[config.mk]
export PLATFORM = sky130hd
export DESIGN_NAME = bbc_stack
export DESIGN_NICKNAME = d
export VERILOG_FILES = /design/src/rtl/bbc_pkg.sv /design/src/rtl/bbc_cell.sv /design/src/rtl/bbc_stack.sv
export SDC_FILE = /design/constraint.sdc
export NUM_CORES = 1
export LEC_CHECK = 0
export BUFFER_PORTS_ARGS = -buffer_cell sky130_fd_sc_hd__buf_2
export CORE_MARGIN = 1.5
export CORE_UTILIZATION = 43
export CTS_CLUSTER_DIAMETER = 200
export DETAILED_ROUTE_END_ITERATION = 12
export GPL_ROUTABILITY_DRIVEN = 0
export GPL_TIMING_DRIVEN = 1
export PLACE_DENSITY_LB_ADDON = 0.15
export REMOVE_ABC_BUFFERS = 1
export SLEW_MARGIN = 20
export SYNTH_ARGS = -nofsm -noshare
export SYNTH_HDL_FRONTEND = slang
export SYNTH_SLANG_ARGS = --single-unit
[constraint.sdc]
create_clock -name i_clk -period 3.1 [get_ports i_clk]
set_clock_uncertainty 0.15 [all_clocks]
set_input_delay 0.31 -clock i_clk [delete_from_list [all_inputs] [get_ports i_clk]]
set_output_delay 0.31 -clock i_clk [all_outputs]
set_load 0.02 [all_outputs]
[src/rtl/bbc_pkg.sv]
// ============================================================================
// bbc_pkg
// Shared types and constants for the bracket balance checker.
// ============================================================================
package bbc_pkg;

    localparam int KIND_W          = 4;
    localparam int STATUS_W        = 3;
    localparam int DEF_STACK_DEPTH = 32;

    // result status codes
    typedef enum logic [STATUS_W-1:0] {
        ST_PUSHED   = 3'd0,
        ST_MATCHED  = 3'd1,
        ST_UNOPENED = 3'd2,
        ST_MISMATCH = 3'd3,
        ST_UNCLOSED = 3'd4,
        ST_DONE     = 3'd5
    } t_status;

    // stack operation for one cycle, sent from control to the cell chain
    typedef struct packed {
        logic              push;
        logic              pop;
        logic [KIND_W-1:0] kind;
    } t_stack_op;

endpackage

[src/rtl/bbc_cell.sv]
// ============================================================================
// bbc_cell
// One stack entry. Shifts down (toward the bottom) on a push, up on a pop.
// ============================================================================
module bbc_cell (
    input  logic                      i_clk,
    input  bbc_pkg::t_stack_op        i_op,
    input  logic [bbc_pkg::KIND_W-1:0] i_from_above,
    input  logic [bbc_pkg::KIND_W-1:0] i_from_below,
    output logic [bbc_pkg::KIND_W-1:0] o_kind
);
    import bbc_pkg::*;

    logic [KIND_W-1:0] r_kind;
    logic [KIND_W-1:0] n_kind;

    // pick the neighbor value for the next cycle
    always_comb begin
        n_kind = r_kind;
        if (i_op.push) begin
            n_kind = i_from_above;
        end else if (i_op.pop) begin
            n_kind = i_from_below;
        end
    end

    always_ff @(posedge i_clk) begin
        r_kind <= n_kind;
    end

    assign o_kind = r_kind;

endmodule

[src/rtl/bbc_stack.sv]
// ============================================================================
// bbc_stack
// Opener stack built as a chain of cells; cell 0 is the top of stack.
// Also keeps the fill count.
// ============================================================================
module bbc_stack #(
    parameter int STACK_DEPTH = bbc_pkg::DEF_STACK_DEPTH,
    parameter int CNT_W       = $clog2(STACK_DEPTH + 1)
) (
    input  logic                       i_clk,
    input  logic                       i_rst_n,
    input  bbc_pkg::t_stack_op         i_op,
    output logic [bbc_pkg::KIND_W-1:0] o_top_kind,
    output logic [CNT_W-1:0]           o_count
);
    import bbc_pkg::*;

    logic [KIND_W-1:0] w_kind [STACK_DEPTH];
    logic [CNT_W-1:0]  r_count;
    logic [CNT_W-1:0]  n_count;

    // chain of cells: each takes the value above on push, below on pop
    for (genvar gi = 0; gi < STACK_DEPTH; gi++) begin : g_cell
        logic [KIND_W-1:0] w_above;
        logic [KIND_W-1:0] w_below;
        if (gi == 0) begin : g_top
            assign w_above = i_op.kind;
        end else begin : g_mid_top
            assign w_above = w_kind[gi-1];
        end
        if (gi == STACK_DEPTH - 1) begin : g_bot
            assign w_below = w_kind[gi];
        end else begin : g_mid_bot
            assign w_below = w_kind[gi+1];
        end
        bbc_cell u_cell (
            .i_clk        (i_clk),
            .i_op         (i_op),
            .i_from_above (w_above),
            .i_from_below (w_below),
            .o_kind       (w_kind[gi])
        );
    end

    // fill count
    always_comb begin
        n_count = r_count;
        if (i_op.push) begin
            n_count = r_count + CNT_W'(1);
        end else if (i_op.pop) begin
            n_count = r_count - CNT_W'(1);
        end
    end

    always_ff @(posedge i_clk) begin
        if (!i_rst_n) begin
            r_count <= '0;
        end else begin
            r_count <= n_count;
        end
    end

    assign o_top_kind = w_kind[0];
    assign o_count    = r_count;

endmodule

==> results of run 1 <==
how the worst max path moves through the flow:
stage	cells past startpoint	endpoint
3_5_place_dp	7	o_count[4]
4_1_cts	5	o_count[5]
5_1_grt	5	o_count[5]
3_3_place_gp	7	o_count[4]
6_report	5	o_count[5]
2_1_floorplan	5	o_count[4]
placed cells by master (no fill, tap or decap), drive strengths merged, types with 2 or more instances in the layout:
| cell type | n |
|---|---|
| a211oi | 2 |
| buf | 19 |
| bufinv | 5 |
| clkbuf | 17 |
| clkinv | 7 |
| clkinvlp | 3 |
| dfxtp | 6 |
| edfxtp | 128 |
| ha | 4 |
| inv | 5 |
| mux2 | 124 |
| nand2 | 3 |
| nand3 | 4 |
| nor2 | 2 |
| o21a | 2 |
| o21ai | 5 |
per-stage QoR:
stage                     std cells  worst slack [ps]  total power [W]  util, %  hold slack [ps]
final                           529              1230          0.00516     50.6             34.7
after global routing            529              1130          0.00540     50.6             25.7
after CTS                       529              1220          0.00523     50.6             12.0
after detailed placement        497               873          0.00307     45.8              290
after global placement          497               893          0.00304     45.8              287
after floorplan                 302               549          0.00289        -              269
logic make-up (layout without fill, tap and decap cells):
logic type	after synthesis	after routing
AO/OA/AOI/OAI	15	15
XOR/XNOR	1	1
adder cells (fa/ha/maj)	5	5
buffers and inverters	20	56
flip-flops	134	134
multiplexers	124	124
AND/OR/NAND/NOR	18	18
layer usage:
layer	part of all wire, %	wire (µm)	vias up
li1	-	-	1293
met1	49	3800	1320
met2	45	3460	32
met3	3.0	232	12
met4	2.4	183	0
met5	0	0	-
report_power, final:
part / internal [W] / switching (W) / leakage [nW]
Clock: 0.00141 / 0.000716 / 0.299
Sequential: 0.00240 / 0.000152 / 1.36
Combinational: 0.000264 / 0.000213 / 0.735
Total: 0.00408 / 0.00108 / 2.39
final cells by class:
cell class                 instances  area share, %
multi-input combinational        163           25.3
clock inverter                    15           3.16
clock buffer                      17           6.39
sequential                       134           59.6
timing repair buffer              19           1.92
inverter                           5          0.320
tap                              176           3.31
flip-flops by register name, indices dropped and copies added, names as in the netlist:
signal and count:
g_cell.u_cell.o_kind 128, o_count 6
==> run_results.csv, run 1 <==
group,metric,value,unit
hold_path,min_path_cells,2,
sta,maxSlewViolCount,0,
logic_synthesis,synth-compound-area-share,1.85,%
global_routing,use_met3,4.83,%
placement,postPlaceCellArea,6020,µm²
logic_synthesis,yosys_register_bits,134,
global_routing,grt_pass1_wl,13.3,mm
global_routing,use_met2,17.2,%
clock_tree,clk-insertion-delay-late,410,ps
logic_synthesis,netlist_instances,317,
setup_path,reg2reg_from,"o_count[1]",
global_routing,grt_pass1_vias,2680,
global_routing,grt_antenna_before_repair,0,
setup_path,reg2reg_slack,1230,ps
global_routing,grt_usage,12.2,%
die,core_area,13100,µm²
finish,multiInputGateArea,1680,µm²
sta,tns,0,ps
finish,nets,353,
logic_synthesis,yosysSeqAreaShare,69.0,%
clock_tree,cts_max_level,4,
setup_path,cp_top_family,"simple AND/OR/NAND/NOR gates",
clock_tree,postCtsResizedCells,0,
setup_path,worst-path-max-fanout,4,
logic_synthesis,yosysTopAreaCellShare,67.0,%
logic_synthesis,netlist_area,5740,µm²
power,p_leak,2.39,nW
setup_path,crit_start,"o_count[1]",
clock_tree,clockBufferDepth,2,
setup_path,crit_path_cell_trace,"ha_1 > a211oi_2 > nor3_1 > or4_1 > and3_1",
setup_path,r2r-end,"o_count[5]",
logic_synthesis,yosys.area_share.simple,1.79,%
clock_tree,clk_pin_slew,50,ps
sta,finalHoldViolations,0,
global_routing,grt_max_degree,130,
clock_tree,post_cts_buffers,0,
sta,max_freq,0.534,GHz
clock_tree,cts_tree,"built",
logic_synthesis,synthArstFlopShare,0,%
finish,seq_area,3960,µm²
setup_path,arrival,2030,ps
logic_synthesis,synth_area_leaders,"edfxtp_1 (67%), mux2_1 (16%), mux2_2 (8.4%)",
outcome,status,"completed",
setup_path,r2r_cells,5,
routing,vias,2657,
run,maxCapViolCount,0,
setup_path,crit_buf_inv,0,
logic_synthesis,postSynthAreaPerCell,18.1,µm²
placement,place.detailed.hpwl,4.31,mm
finish,stdcell_area,6650,µm²
setup_path,slowest_stage,"dfxtp_1",
setup_path,required,3260,ps
sta,grt_setup_unrepaired,"false",
routing,avgViaCountPerCell,5.02,
logic_synthesis,synth-main-ff-cell,"edfxtp_1",
logic_synthesis,synth_cell_type_count,34,
hold_path,hp-start,"i_op[0]",
die,ios,18,
logic_synthesis,yosysWarnings,0,
logic_synthesis,ys_top_cells_by_count,"edfxtp_1 (128), mux2_1 (81), mux2_2 (43)",
clock_tree,numClockSinks,134,
setup_path,crit_type,"reg2reg",
sta,fin_crit_sh,60.4,%
hold_path,hold_end,"g_cell[0].u_cell.o_kind[0]",
routing,wl_per_cell,14.5,µm
clock_tree,postCtsHoldBufs,0,
logic_synthesis,synthMuxAreaShare,24.3,%
logic_synthesis,yosys.area.top_type,"edfxtp_1",
die,die_w,119,µm
finish,area_delta_synth_final,15.9,%
sta,period_needed,1870,ps
setup_path,slowest_delay,390,ps
power,power.density,775,nW/µm²
logic_synthesis,synth_fa_ha_area_share,1.22,%
clock_tree,cts_buffers,17,
clock_tree,root_buffer,"clkbuf_16",
logic_synthesis,synth_top_family_by_area,"multiplexers",
hold_path,min_path_type,"in2reg",
logic_synthesis,synth_edf_count,128,
die,dieArea,14100,µm²
sta,setup_violations,0,
global_routing,grt_util_met1,16.4,%
setup_path,cp-end-kind,"flip-flop",
finish,num-fill-cells,1120,
die,rows,42,
routing,ant_nets,0,
setup_path,start_kind,"flip-flop",
routing,first_pass_iters,4,
routing,totalWireLength,7.68,mm
sta,slew-limit-headroom,56.0,%
finish,drive_gt1_share,26.3,%
die,fp.dieH,119,µm
logic_synthesis,synth_xor_area_share,0.153,%
routing,drc_errors,0,
logic_synthesis,yosysMostFrequentCell,"edfxtp_1",
power,irDropWorstVdd,0.341,mV
routing,dr.first_iter.drc_count,163,
placement,port_buffers,17,
die,start_util,43.7,%
global_routing,grt_overflow,0,
sta,worst_pin_slew,660,ps
global_routing,top_usage_layer,"met2",
finish,n_antenna_cell,0,
Note: power is estimated with default switching activity, not from simulation.
==> run 2, diff against run 1 <==
clock period = 1.55 ns   (was 3.1 ns; I/O delays follow)
==> run_results.csv, run 2 (synthesized netlist as in run 1, its figures left out) <==
group,metric,value,unit
routing,totalWireLength,7.96,mm
routing,first_pass_iters,6,
global_routing,grt_util_met1,17.3,%
sta,max_freq,0.570,GHz
die,core_area,13100,µm²
die,ios,18,
finish,stdcell_area,6840,µm²
global_routing,grt_usage,12.8,%
setup_path,cp-end-kind,"flip-flop",
outcome,status,"finished with violations",
setup_path,reg2reg_slack,-200,ps
global_routing,grt_overflow,0,
routing,wl_per_cell,14.4,µm
finish,fin_cells,551,
placement,port_buffers,17,
finish,nets,375,
sta,slew-limit-headroom,66.0,%
setup_path,crit_type,"reg2reg",
sta,tns,-277,ps
routing,drc_errors,0,
placement,place.detailed.hpwl,4.68,mm
finish,final_common_cell,"edfxtp_1",
die,fp.dieH,119,µm
sta,grt_setup_unrepaired,"true",
sta,finalHoldViolations,0,
placement,postPlaceCellArea,6150,µm²
clock_tree,cts_buffers,17,
setup_path,start_kind,"flip-flop",
hold_path,min_path_type,"in2reg",
die,dieArea,14100,µm²
die,rows,42,
routing,ant_nets,0,
sta,fin_crit_sh,113,%
clock_tree,clk-insertion-delay-late,410,ps
clock_tree,clockBufferDepth,2,
sta,setup_ws,-204,ps
clock_tree,cts_tree,"built",
outcome,violations,"setup timing",
finish,largest_reg_flops,128,
finish,area_delta_synth_final,19.2,%
routing,vias,2720,
routing,avgViaCountPerCell,4.94,
sta,hold_ws,72.5,ps
finish,finalCoreUtilization,52.1,%
placement,place_inst,513,
clock_tree,numClockSinks,134,
sta,setup_violations,2,
power,irDropWorstVdd,0.939,mV
global_routing,grt_pass1_vias,2873,
finish,n_antenna_cell,0,
global_routing,use_met3,4.63,%
setup_path,required,1710,ps
finish,drive_gt1_share,32.0,%
setup_path,worst-path-max-fanout,3,
global_routing,top_usage_layer,"met2",
die,die_w,119,µm
clock_tree,cts_max_level,4,
global_routing,use_met2,18.3,%
sta,maxSlewViolCount,0,
setup_path,arrival,1910,ps
power,p_leak,2.48,nW
global_routing,grt_antenna_before_repair,0,
clock_tree,root_buffer,"clkbuf_16",
global_routing,grt_pass1_wl,14.0,mm
power,power.density,1450,nW/µm²
die,start_util,43.7,%
finish,layout_common_cells,"edfxtp_1 (128), mux2_1 (81), mux2_2 (43), clkbuf_16 (17)",
routing,dr.first_iter.drc_count,172,
sta,period_needed,1750,ps
clock_tree,clk_pin_slew,50,ps
global_routing,grt_max_degree,98,
sta,worst_pin_slew,510,ps
run,maxCapViolCount,0,
## run 2: changes by cell type in the layout (fill, tap and decap cells not counted), moves of 3 or more
cell / before / now
dlygate4sd3_1: 0 / 5
dfxtp_1: 6 / 1
clkinv_2: 1 / 6
ha_1: 4 / 0
bufinv_16: 5 / 2
ha_4: 0 / 4
dfxtp_2: 0 / 5
buf_4: 1 / 16
## run 2: layout make-up
class / instances / area, µm²
clock buffer: 18 / 429
clock inverter: 14 / 116
fill: 1112 / 6300
inverter: 5 / 21.3
multi-input combinational: 163 / 1760
sequential: 134 / 3970
tap: 176 / 220
timing repair buffer: 41 / 322
## run 2: per-layer routing
layer  vias to the layer above  routed length (µm)
met3                        14                 263
met1                      1334                4040
met2                        23                3490
met4                         0                 173
li1                       1349                   -
met5                         -                   0
## run 2: critical path, stage by stage (launching register included)
cell and delay, ps:
dfxtp_2 330, ha_4 270, a211oi_4 60, o21a_1 210
or4_1 480, and3_1 150
## run 2: power breakdown
part / internal [W] / switching (W) / leakage, nW / total, W
clock: 0.00231 / 0.00139 / 0.270 / 0.00370
sequential: 0.00480 / 0.000303 / 1.36 / 0.00510
combinational: 0.000656 / 0.000472 / 0.853 / 0.00113
total: 0.00777 / 0.00216 / 2.48 / 0.00993
## run 2: through the flow
stage	power [W]	worst slack [ps]
3_5_place_dp	0.00621	-370
6_report	0.00993	-204
4_1_cts	0.0100	-181
3_3_place_gp	0.00616	-353
5_1_grt	0.0104	-260
2_1_floorplan	0.00577	-846
## run 2: worst paths after layout
check / end / start / cells past startpoint
max: o_count[5] / o_count[1] / 5
min: o_count[2] / i_op[4] / 5
max reg2reg: o_count[5] / o_count[1] / 5
min reg2reg: g_cell[31].u_cell.o_kind[0] / g_cell[30].u_cell.o_kind[0] / 0
## run 2: what timing repair did
action	4_1_cts	5_1_grt
hold buffers	5	0
pin swaps	6	3
hold endpoints to repair	10	0
endpoints found under the setup margin	2	3
resized for setup	9	8
setup buffers	1	0
